--- src/rtl/hpc_pkg.sv ---
package hpc_pkg;

   // field widths
   localparam int TEMP_W     = 19;
   localparam int ERR_W      = 20;
   localparam int INTEG_W    = 21;
   localparam int DUTY_W     = 10;
   localparam int GAIN_W     = 10;
   localparam int TARGET_W   = 18;
   localparam int LIMIT_W    = 20;
   localparam int SHIFT_W    = 4;
   localparam int CSR_IDX_W  = 4;
   localparam int CSR_DATA_W = 20;

   // gain products are kept as magnitude plus sign
   localparam int PROD_W = 30;
   localparam int QUOT_W = 21;

   // x/1000 == (x>>3)/125; the /125 is a reciprocal multiply, exact for x>>3 < 2**27
   localparam int DIV_PRE    = 3;
   localparam int RECIP_W    = 28;
   localparam int DIV_SHIFT  = 34;
   localparam int DIV_PROD_W = PROD_W - DIV_PRE + RECIP_W;
   localparam logic [RECIP_W-1:0] DIV_RECIP = 28'd137438954;

   // register indexes on the csr port
   typedef enum logic [CSR_IDX_W-1:0] {
      CSR_TARGET       = 4'd0,
      CSR_PROP_GAIN    = 4'd1,
      CSR_INTEG_GAIN   = 4'd2,
      CSR_INTEG_LIMIT  = 4'd3,
      CSR_DUTY_MIN     = 4'd4,
      CSR_DUTY_MAX     = 4'd5,
      CSR_DUTY_STEP    = 4'd6,
      CSR_SMOOTH_SHIFT = 4'd7
   } csr_index_type;

   // reset values of the registers
   localparam logic [TARGET_W-1:0] TARGET_RST       = 18'd40000;
   localparam logic [GAIN_W-1:0]   PROP_GAIN_RST    = 10'd25;
   localparam logic [GAIN_W-1:0]   INTEG_GAIN_RST   = 10'd2;
   localparam logic [LIMIT_W-1:0]  INTEG_LIMIT_RST  = 20'd180000;
   localparam logic [DUTY_W-1:0]   DUTY_MIN_RST     = 10'd0;
   localparam logic [DUTY_W-1:0]   DUTY_MAX_RST     = 10'd600;
   localparam logic [DUTY_W-1:0]   DUTY_STEP_RST    = 10'd50;
   localparam logic [SHIFT_W-1:0]  SMOOTH_SHIFT_RST = 4'd2;

   typedef struct packed {
      logic [TARGET_W-1:0] target_temp_mc;
      logic [GAIN_W-1:0]   prop_gain;
      logic [GAIN_W-1:0]   integ_gain;
      logic [LIMIT_W-1:0]  integral_limit;
      logic [DUTY_W-1:0]   duty_min;
      logic [DUTY_W-1:0]   duty_max;
      logic [DUTY_W-1:0]   duty_step;
      logic [SHIFT_W-1:0]  smooth_shift;
   } cfg_type;

   // magnitude / 1000, truncated
   function automatic logic [QUOT_W-1:0] div_by_1000(input logic [PROD_W-1:0] mag);
      logic [PROD_W-DIV_PRE-1:0] pre;
      logic [DIV_PROD_W-1:0]     prod;
      pre  = mag[PROD_W-1:DIV_PRE];
      prod = DIV_PROD_W'(pre) * DIV_PROD_W'(DIV_RECIP);
      return prod[DIV_SHIFT+QUOT_W-1:DIV_SHIFT];
   endfunction

endpackage

--- src/rtl/hpc_front_calc.sv ---
// Smoothing filter, error and clamped integral update for one sample
module hpc_front_calc (
   input  hpc_pkg::cfg_type                   cfg,
   input  logic signed [hpc_pkg::TEMP_W-1:0]  sample,
   input  logic                               primed,
   input  logic signed [hpc_pkg::TEMP_W-1:0]  smoothed,
   input  logic signed [hpc_pkg::INTEG_W-1:0] integ,
   output logic signed [hpc_pkg::TEMP_W-1:0]  smoothed_new,
   output logic signed [hpc_pkg::ERR_W-1:0]   error_new,
   output logic signed [hpc_pkg::INTEG_W-1:0] integ_new
);

   logic signed [hpc_pkg::TEMP_W:0]    diff;
   logic signed [hpc_pkg::TEMP_W:0]    step;
   logic signed [hpc_pkg::TEMP_W:0]    filt_sum;
   logic signed [hpc_pkg::ERR_W-1:0]   half_err;
   logic signed [hpc_pkg::INTEG_W:0]   integ_sum;
   logic signed [hpc_pkg::INTEG_W:0]   lim_pos;
   logic signed [hpc_pkg::INTEG_W:0]   lim_neg;

   // first-order filter, floor shift of the difference
   always_comb begin
      diff     = $signed({sample[hpc_pkg::TEMP_W-1], sample})
               - $signed({smoothed[hpc_pkg::TEMP_W-1], smoothed});
      step     = diff >>> cfg.smooth_shift;
      filt_sum = $signed({smoothed[hpc_pkg::TEMP_W-1], smoothed}) + step;
      smoothed_new = primed ? filt_sum[hpc_pkg::TEMP_W-1:0] : sample;
   end

   // error against the setpoint
   assign error_new = $signed({2'b00, cfg.target_temp_mc})
                    - $signed({smoothed_new[hpc_pkg::TEMP_W-1], smoothed_new});

   // integral adds error/2 rounded toward zero, then symmetric clamp
   always_comb begin
      half_err  = (error_new + $signed({{(hpc_pkg::ERR_W-1){1'b0}},
                                        error_new[hpc_pkg::ERR_W-1]})) >>> 1;
      integ_sum = $signed({integ[hpc_pkg::INTEG_W-1], integ})
                + $signed({{(hpc_pkg::INTEG_W+1-hpc_pkg::ERR_W){half_err[hpc_pkg::ERR_W-1]}},
                           half_err});
      lim_pos   = $signed({2'b00, cfg.integral_limit});
      lim_neg   = -lim_pos;
      if (integ_sum < lim_neg) begin
         integ_new = lim_neg[hpc_pkg::INTEG_W-1:0];
      end else if (integ_sum > lim_pos) begin
         integ_new = lim_pos[hpc_pkg::INTEG_W-1:0];
      end else begin
         integ_new = integ_sum[hpc_pkg::INTEG_W-1:0];
      end
   end

endmodule

--- src/rtl/hpc_duty_calc.sv ---
// PI sum, duty window clamp and slew limit against the previous duty
module hpc_duty_calc (
   input  hpc_pkg::cfg_type                 cfg,
   input  logic [hpc_pkg::QUOT_W-1:0]       p_quot,
   input  logic                             p_neg,
   input  logic [hpc_pkg::QUOT_W-1:0]       i_quot,
   input  logic                             i_neg,
   input  logic [hpc_pkg::DUTY_W-1:0]       last_duty,
   output logic [hpc_pkg::DUTY_W-1:0]       duty
);

   localparam int SUM_W = hpc_pkg::QUOT_W + 2;

   logic signed [SUM_W-1:0]         p_term;
   logic signed [SUM_W-1:0]         i_term;
   logic signed [SUM_W-1:0]         total;
   logic signed [SUM_W-1:0]         lo_bound;
   logic signed [SUM_W-1:0]         hi_bound;
   logic [hpc_pkg::DUTY_W-1:0]      clamped;
   logic [hpc_pkg::DUTY_W:0]        up_limit;
   logic [hpc_pkg::DUTY_W:0]        clamp_plus;

   // signed sum of the two terms
   always_comb begin
      p_term = $signed({2'b00, p_quot});
      i_term = $signed({2'b00, i_quot});
      if (p_neg) p_term = -p_term;
      if (i_neg) i_term = -i_term;
      total = p_term + i_term;
   end

   // window clamp, lower bound tested first
   always_comb begin
      lo_bound = $signed({{(SUM_W-hpc_pkg::DUTY_W){1'b0}}, cfg.duty_min});
      hi_bound = $signed({{(SUM_W-hpc_pkg::DUTY_W){1'b0}}, cfg.duty_max});
      if (total < lo_bound) begin
         clamped = cfg.duty_min;
      end else if (total > hi_bound) begin
         clamped = cfg.duty_max;
      end else begin
         clamped = total[hpc_pkg::DUTY_W-1:0];
      end
   end

   // slew limit
   always_comb begin
      up_limit   = {1'b0, last_duty} + {1'b0, cfg.duty_step};
      clamp_plus = {1'b0, clamped} + {1'b0, cfg.duty_step};
      if ({1'b0, clamped} > up_limit) begin
         duty = up_limit[hpc_pkg::DUTY_W-1:0];
      end else if ({1'b0, last_duty} > clamp_plus) begin
         duty = last_duty - cfg.duty_step;
      end else begin
         duty = clamped;
      end
   end

endmodule

--- src/rtl/heater_pi_controller.sv ---
// Channel | Direction | Handshake            | Word
// req     | in        | req_valid/req_ready  | temp_sample_mc, sample_valid
// rsp     | out       | rsp_valid/rsp_ready  | heater_duty, filtered_temp_mc, temp_error_mc
// csr     | in        | csr_valid/csr_ready  | csr_index, csr_wdata (always ready)
//
// One word per cycle while rsp is not stalled; a result passes through the input reg,
// filter/integral stage, product stage, /1000 stage and result reg, in that order.
// Filter and integral state close their loop in one stage, last duty in the last.
// Reset clears all valids, the filter/integral/duty state and loads register defaults.
// A stalled rsp backs up stage by stage; req_ready drops only when every stage is full.
module heater_pi_controller (
   input  logic                                 clock,
   input  logic                                 reset,
   input  logic                                 req_valid,
   output logic                                 req_ready,
   input  logic signed [hpc_pkg::TEMP_W-1:0]    req_temp_sample_mc,
   input  logic                                 req_sample_valid,
   output logic                                 rsp_valid,
   input  logic                                 rsp_ready,
   output logic [hpc_pkg::DUTY_W-1:0]           rsp_heater_duty,
   output logic signed [hpc_pkg::TEMP_W-1:0]    rsp_filtered_temp_mc,
   output logic signed [hpc_pkg::ERR_W-1:0]     rsp_temp_error_mc,
   input  logic                                 csr_valid,
   output logic                                 csr_ready,
   input  logic [hpc_pkg::CSR_IDX_W-1:0]        csr_index,
   input  logic [hpc_pkg::CSR_DATA_W-1:0]       csr_wdata
);

   hpc_pkg::cfg_type cfg_ff, cfg_in;

   // stage valids
   logic s1_valid_ff, s1_valid_in;
   logic s2_valid_ff, s2_valid_in;
   logic s3_valid_ff, s3_valid_in;
   logic s4_valid_ff, s4_valid_in;
   logic rsp_valid_ff, rsp_valid_in;
   logic s1_go, s2_go, s3_go, s4_go;

   // loop state
   logic                                 primed_ff, primed_in;
   logic signed [hpc_pkg::TEMP_W-1:0]    smoothed_ff, smoothed_in;
   logic signed [hpc_pkg::INTEG_W-1:0]   integ_ff, integ_in;
   logic [hpc_pkg::DUTY_W-1:0]           last_duty_ff, last_duty_in;

   // stage payloads
   logic signed [hpc_pkg::TEMP_W-1:0]    s1_sample_ff;
   logic                                 s1_flag_ff;
   logic                                 s2_flag_ff;
   logic signed [hpc_pkg::TEMP_W-1:0]    s2_filt_ff;
   logic signed [hpc_pkg::ERR_W-1:0]     s2_err_ff;
   logic signed [hpc_pkg::INTEG_W-1:0]   s2_integ_ff;
   logic                                 s3_flag_ff;
   logic signed [hpc_pkg::TEMP_W-1:0]    s3_filt_ff;
   logic signed [hpc_pkg::ERR_W-1:0]     s3_err_ff;
   logic [hpc_pkg::PROD_W-1:0]           s3_pmag_ff, s3_pmag_in;
   logic [hpc_pkg::PROD_W-1:0]           s3_imag_ff, s3_imag_in;
   logic                                 s3_pneg_ff, s3_ineg_ff;
   logic                                 s4_flag_ff;
   logic signed [hpc_pkg::TEMP_W-1:0]    s4_filt_ff;
   logic signed [hpc_pkg::ERR_W-1:0]     s4_err_ff;
   logic [hpc_pkg::QUOT_W-1:0]           s4_pq_ff, s4_iq_ff;
   logic                                 s4_pneg_ff, s4_ineg_ff;
   logic [hpc_pkg::DUTY_W-1:0]           rsp_duty_ff, rsp_duty_in;
   logic signed [hpc_pkg::TEMP_W-1:0]    rsp_filt_ff;
   logic signed [hpc_pkg::ERR_W-1:0]     rsp_err_ff;

   logic signed [hpc_pkg::TEMP_W-1:0]    front_smoothed;
   logic signed [hpc_pkg::ERR_W-1:0]     front_error;
   logic signed [hpc_pkg::INTEG_W-1:0]   front_integ;
   logic [hpc_pkg::ERR_W-1:0]            err_abs;
   logic [hpc_pkg::INTEG_W-1:0]          integ_abs;
   logic [hpc_pkg::DUTY_W-1:0]           duty_calc;

   // configuration writes
   assign csr_ready = 1'b1;

   always_comb begin
      cfg_in = cfg_ff;
      if (csr_valid) begin
         case (csr_index)
            hpc_pkg::CSR_TARGET:       cfg_in.target_temp_mc = csr_wdata[hpc_pkg::TARGET_W-1:0];
            hpc_pkg::CSR_PROP_GAIN:    cfg_in.prop_gain      = csr_wdata[hpc_pkg::GAIN_W-1:0];
            hpc_pkg::CSR_INTEG_GAIN:   cfg_in.integ_gain     = csr_wdata[hpc_pkg::GAIN_W-1:0];
            hpc_pkg::CSR_INTEG_LIMIT:  cfg_in.integral_limit = csr_wdata[hpc_pkg::LIMIT_W-1:0];
            hpc_pkg::CSR_DUTY_MIN:     cfg_in.duty_min       = csr_wdata[hpc_pkg::DUTY_W-1:0];
            hpc_pkg::CSR_DUTY_MAX:     cfg_in.duty_max       = csr_wdata[hpc_pkg::DUTY_W-1:0];
            hpc_pkg::CSR_DUTY_STEP:    cfg_in.duty_step      = csr_wdata[hpc_pkg::DUTY_W-1:0];
            hpc_pkg::CSR_SMOOTH_SHIFT: cfg_in.smooth_shift   = csr_wdata[hpc_pkg::SHIFT_W-1:0];
            default: ;
         endcase
      end
   end

   // pipeline advance, each stage moves when the next is empty or moving
   always_comb begin
      s4_go = s4_valid_ff && (!rsp_valid_ff || rsp_ready);
      s3_go = s3_valid_ff && (!s4_valid_ff || s4_go);
      s2_go = s2_valid_ff && (!s3_valid_ff || s3_go);
      s1_go = s1_valid_ff && (!s2_valid_ff || s2_go);
      req_ready = !s1_valid_ff || s1_go;
   end

   always_comb begin
      s1_valid_in  = (req_valid && req_ready) ? 1'b1 : (s1_go ? 1'b0 : s1_valid_ff);
      s2_valid_in  = s1_go ? 1'b1 : (s2_go ? 1'b0 : s2_valid_ff);
      s3_valid_in  = s2_go ? 1'b1 : (s3_go ? 1'b0 : s3_valid_ff);
      s4_valid_in  = s3_go ? 1'b1 : (s4_go ? 1'b0 : s4_valid_ff);
      rsp_valid_in = s4_go ? 1'b1 : (rsp_ready ? 1'b0 : rsp_valid_ff);
   end

   // filter and integral, state moves only with a valid sample
   hpc_front_calc u_front (
      .cfg          (cfg_ff),
      .sample       (s1_sample_ff),
      .primed       (primed_ff),
      .smoothed     (smoothed_ff),
      .integ        (integ_ff),
      .smoothed_new (front_smoothed),
      .error_new    (front_error),
      .integ_new    (front_integ)
   );

   always_comb begin
      primed_in   = primed_ff;
      smoothed_in = smoothed_ff;
      integ_in    = integ_ff;
      if (s1_go && s1_flag_ff) begin
         primed_in   = 1'b1;
         smoothed_in = front_smoothed;
         integ_in    = front_integ;
      end
   end

   // gain products on magnitudes
   always_comb begin
      err_abs    = s2_err_ff[hpc_pkg::ERR_W-1] ? 20'(-s2_err_ff) : 20'(s2_err_ff);
      integ_abs  = s2_integ_ff[hpc_pkg::INTEG_W-1] ? 21'(-s2_integ_ff) : 21'(s2_integ_ff);
      s3_pmag_in = hpc_pkg::PROD_W'(cfg_ff.prop_gain) * hpc_pkg::PROD_W'(err_abs);
      s3_imag_in = hpc_pkg::PROD_W'(cfg_ff.integ_gain) * hpc_pkg::PROD_W'(integ_abs);
   end

   // duty and slew, last duty moves only with a valid sample
   hpc_duty_calc u_duty (
      .cfg       (cfg_ff),
      .p_quot    (s4_pq_ff),
      .p_neg     (s4_pneg_ff),
      .i_quot    (s4_iq_ff),
      .i_neg     (s4_ineg_ff),
      .last_duty (last_duty_ff),
      .duty      (duty_calc)
   );

   always_comb begin
      rsp_duty_in  = s4_flag_ff ? duty_calc : '0;
      last_duty_in = (s4_go && s4_flag_ff) ? duty_calc : last_duty_ff;
   end

   // control and state registers
   always_ff @(posedge clock) begin
      if (reset) begin
         cfg_ff.target_temp_mc <= hpc_pkg::TARGET_RST;
         cfg_ff.prop_gain      <= hpc_pkg::PROP_GAIN_RST;
         cfg_ff.integ_gain     <= hpc_pkg::INTEG_GAIN_RST;
         cfg_ff.integral_limit <= hpc_pkg::INTEG_LIMIT_RST;
         cfg_ff.duty_min       <= hpc_pkg::DUTY_MIN_RST;
         cfg_ff.duty_max       <= hpc_pkg::DUTY_MAX_RST;
         cfg_ff.duty_step      <= hpc_pkg::DUTY_STEP_RST;
         cfg_ff.smooth_shift   <= hpc_pkg::SMOOTH_SHIFT_RST;
         s1_valid_ff  <= 1'b0;
         s2_valid_ff  <= 1'b0;
         s3_valid_ff  <= 1'b0;
         s4_valid_ff  <= 1'b0;
         rsp_valid_ff <= 1'b0;
         primed_ff    <= 1'b0;
         smoothed_ff  <= '0;
         integ_ff     <= '0;
         last_duty_ff <= '0;
      end else begin
         cfg_ff       <= cfg_in;
         s1_valid_ff  <= s1_valid_in;
         s2_valid_ff  <= s2_valid_in;
         s3_valid_ff  <= s3_valid_in;
         s4_valid_ff  <= s4_valid_in;
         rsp_valid_ff <= rsp_valid_in;
         primed_ff    <= primed_in;
         smoothed_ff  <= smoothed_in;
         integ_ff     <= integ_in;
         last_duty_ff <= last_duty_in;
      end
   end

   // payload registers
   always_ff @(posedge clock) begin
      if (req_valid && req_ready) begin
         s1_sample_ff <= req_temp_sample_mc;
         s1_flag_ff   <= req_sample_valid;
      end
      if (s1_go) begin
         s2_flag_ff  <= s1_flag_ff;
         s2_filt_ff  <= s1_flag_ff ? front_smoothed : '0;
         s2_err_ff   <= s1_flag_ff ? front_error : '0;
         s2_integ_ff <= front_integ;
      end
      if (s2_go) begin
         s3_flag_ff <= s2_flag_ff;
         s3_filt_ff <= s2_filt_ff;
         s3_err_ff  <= s2_err_ff;
         s3_pmag_ff <= s3_pmag_in;
         s3_imag_ff <= s3_imag_in;
         s3_pneg_ff <= s2_err_ff[hpc_pkg::ERR_W-1];
         s3_ineg_ff <= s2_integ_ff[hpc_pkg::INTEG_W-1];
      end
      if (s3_go) begin
         s4_flag_ff <= s3_flag_ff;
         s4_filt_ff <= s3_filt_ff;
         s4_err_ff  <= s3_err_ff;
         s4_pq_ff   <= hpc_pkg::div_by_1000(s3_pmag_ff);
         s4_iq_ff   <= hpc_pkg::div_by_1000(s3_imag_ff);
         s4_pneg_ff <= s3_pneg_ff;
         s4_ineg_ff <= s3_ineg_ff;
      end
      if (s4_go) begin
         rsp_duty_ff <= rsp_duty_in;
         rsp_filt_ff <= s4_filt_ff;
         rsp_err_ff  <= s4_err_ff;
      end
   end

   assign rsp_valid            = rsp_valid_ff;
   assign rsp_heater_duty      = rsp_duty_ff;
   assign rsp_filtered_temp_mc = rsp_filt_ff;
   assign rsp_temp_error_mc    = rsp_err_ff;

endmodule

--- config.mk ---
export PLATFORM = sky130hd
export DESIGN_NAME = heater_pi_controller
export DESIGN_NICKNAME = d
export VERILOG_FILES = /design/src/rtl/hpc_pkg.sv /design/src/rtl/hpc_front_calc.sv /design/src/rtl/hpc_duty_calc.sv /design/src/rtl/heater_pi_controller.sv
export SDC_FILE = /design/constraint.sdc
export NUM_CORES = 2
export LEC_CHECK = 0
export ABC_AREA = 1
export BUFFER_PORTS_ARGS = -buffer_cell sky130_fd_sc_hd__buf_2
export CAP_MARGIN = 10
export CORE_UTILIZATION = 60
export DETAILED_ROUTE_END_ITERATION = 16
export PLACE_DENSITY = 0.77
export SLEW_MARGIN = 10
export SYNTH_ARGS = -nofsm -noshare
export SYNTH_HDL_FRONTEND = slang
export SYNTH_SLANG_ARGS = --single-unit
--- constraint.sdc ---
create_clock -name clock -period 16.6 [get_ports clock]
set_input_delay 0.83 -clock clock [delete_from_list [all_inputs] [get_ports clock]]
set_output_delay 0.83 -clock clock [all_outputs]
set_load 0.05 [all_outputs]
==> impl_metrics.ini <==
[status]
run_status = finished, final reports clean

[logic_synthesis]
synth_cell_types = 74
synthesis.instances = 7005
flop_and_latch_count_out_of_synthesis = 456
mean_syn_cell_area_um2 = 8.73
postSynth.topFlopCell = sky130_fd_sc_hd__edfxtp_1
ys_seq_area_share_pct = 20.0
synth.yosys.warnings = 0
synth_largest_area_cell = sky130_fd_sc_hd__fa_1
ys_async_sr_fraction_pct = 0
mappedNetlistArea_um2 = 61200
synth-edff-count = 308
synth.area.top_cells = sky130_fd_sc_hd__fa_1 (25%), sky130_fd_sc_hd__ha_1 (19%), sky130_fd_sc_hd__edfxtp_1 (15%)
syn-num-nets = 8712
synth_top_cell_area_share_pct = 24.5

[cells_and_area]
num-nets-final = 8776
antenna_cells = 0
final_cells = 8470
flow.area_growth_from_synthesis_pct = 6.25
drive_gt1_share_pct = 5.16
layout_commonest_cell = sky130_fd_sc_hd__inv_1
final_cell_mix = sky130_fd_sc_hd__inv_1 (1506), sky130_fd_sc_hd__nand2_1 (1055), sky130_fd_sc_hd__ha_1 (909)
filler_cell_count = 8250

[grt]
grt_first_pass_wirelength_um = 254000
via_count_of_the_first_global_routing_pass = 47937
groute.usage.overall_pct = 31.5
busiest_layer = met2
grt_util_met1_pct = 42.1
grt_remaining_overflow = 0
grt_max_degree = 74
met2_usage_pct = 50.6
number_of_antenna_violations_at_the_first_check_in_global_routing = 2
globalRouteMet3Util_pct = 6.67

[timing]
final.period_utilization_pct = 73.8
final-setup-viol-count = 0
period_needed_ns = 12.25
fin_ws_ns = 4.35
max_slew.worst_pin.slew_ns = 1.08
rsz_0062_raised_after_global_routing = no
timing.final.hold_violations = 0
post_route_worst_hold_slack_ns = 0.355
relSlewSlack_pct = 28.0
fmaxAchievable_mhz = 81.6
fin_skew_ns = 0.0457
maxSlewViolCount = 0
setup_tns_ns = 0

[critical_path]
critical_path.n_buffers_inverters = 8
critical_path.max_fanout = 31
cp-startpoint = s1_sample_ff[10]
largest_stage_delay_on_the_critical_path_ns = 0.81
crit_path_frequent_cell = sky130_fd_sc_hd__nand2_1
worst-setup-path-type = flip-flop to flip-flop
cell_with_the_largest_stage_delay_on_the_worst_path = sky130_fd_sc_hd__a22oi_2
timing.rr.start = s1_sample_ff[10]
worst_ep_required_time_ns = 17.11
critical-path-top-delay-family = compound AO/OA/AOI/OAI gates
worst-endpoint-arrival_ns = 12.77
critical_path.endpoint_type = flip-flop
worst_setup_path_start_kind = flip-flop

[routing]
routed_via_density = 5.60
number_of_violations_reported_at_the_end_of_detailed_routing_iteration_0 = 4109
drt_first_pass_iters = 6
wl_per_cell_um = 18.9
vias_after_detailed_routing = 47429
number_of_routed_nets_with_antenna_violations = 0
drc_errors = 0
drt-total-wl_um = 160000

[floorplanning]
core.rowCount = 116
die_width_um = 321
boundaryPins = 101
coreArea_um2 = 101000
die_height_um = 321
initial_utilization_pct = 60.8
design.die.area_um2 = 103000

[clocking]
worstSkewPairLatency_ns = 0.66
clk_pin_slew_worst_paths_ns = 0.07
postCtsResizedCells = 0
tritoncts_sink_count = 456
cts.root.buffer_cell = sky130_fd_sc_hd__clkbuf_16
cts.path.max_buffers = 3
cts_tree = built
cts.htree.levels = 2
post-cts-setup-buffer-count = 0
cts_buffers = 53
ctsHoldBuffers = 0

[placed_design]
placed_cells = 8371
gp_congestion = 1.01
port_buffers = 99
dpl_worst_slack_ns = 4.63
detailedPlacementHpwl_um = 132000

[worst_hold_path]
timing.hold.worst.class = input pin to flip-flop
min_from = req_temp_sample_mc[18]

[job]
max_cap_viol_count = 0
synth_stat cells (all sizes together), types with 2 or more instances:
cell,count
clkinv,12
a21boi,8
o211ai,49
nor3,47
a31o,3
nor4,13
edfxtp,308
o311ai,3
buf,22
o21bai,38
o21a,20
clkbuf,90
xnor2,81
a21oi,436
nand4,45
a22oi,2
a21o,12
nand3,254
dfxtp,148
o221ai,9
a221oi,2
nor2,517
a41oi,2
mux2i,8
a31oi,27
nand2,1079
a211oi,6
or3,3
o31ai,12
and2,12
o21ai,310
ha,909
or2,32
xor2,184
nand3b,11
o2111ai,3
inv,1531
fa,749
metrics by stage:
step	utilization (%)	cell area (um^2)
2_1_floorplan	-	61200
3_3_place_gp	62.7	63100
3_5_place_dp	62.7	63100
4_1_cts	64.6	65000
5_1_grt	64.6	65000
6_report	64.6	65000
cell families after synthesis:
family                     count (synthesis)  share of synthesized area (%)
and+or+nand+nor                         2014                           14.0
adders and majority gates               1658                           43.1
buffers and inverters                   1655                           10.2
AOI/OAI and AO/OA                        948                           8.74
DFF                                      456                           20.0
xor gates and xnor gates                 265                           3.82
muxes                                      8                          0.131
other                                      1                        0.00613
flip-flops by register name, summed over array words and instances (netlist names), 20 cells and up:
| signal | flops |
|---|---|
| cfg_ff | 92 |
| s3_imag_ff | 27 |
| s3_pmag_ff | 27 |
| integ_ff | 21 |
| s2_integ_ff | 21 |
| s4_iq_ff | 21 |
| s4_pq_ff | 21 |
| rsp_temp_error_mc | 20 |
| s2_err_ff | 20 |
| s3_err_ff | 20 |
| s4_err_ff | 20 |
layer usage:
metal  vias to the layer above  part of all wire, %
met2                      1842                   45
met1                     22810                   42
met4                         2                  3.7
li1                      22466                    -
met5                         -               0.0094
met3                       309                  8.9
cell type report:
cell class | instances | area (um^2) | share of cell area (%)
inverter | 1543 | 5800 | 8.92
clock buffer | 63 | 1420 | 2.18
sequential | 456 | 12200 | 18.8
clock inverter | 36 | 497 | 0.764
tap | 1357 | 1700 | 2.61
timing repair buffer | 121 | 661 | 1.02
multi-input combinational | 4894 | 42700 | 65.7
final timing paths:
path / endpoint / slack [ns] / depth (start not counted)
setup reg to reg: integ_ff[0] / 4.35 / 68
hold reg to reg: s3_filt_ff[1] / 0.40 / 0
setup / recovery: integ_ff[0] / 4.35 / 68
hold / removal: s1_sample_ff[18] / 0.35 / 1
Power is left out: the tool's default activity adds up to more than one toggle a clock period on the data nets, which glitch-free logic cannot reach.
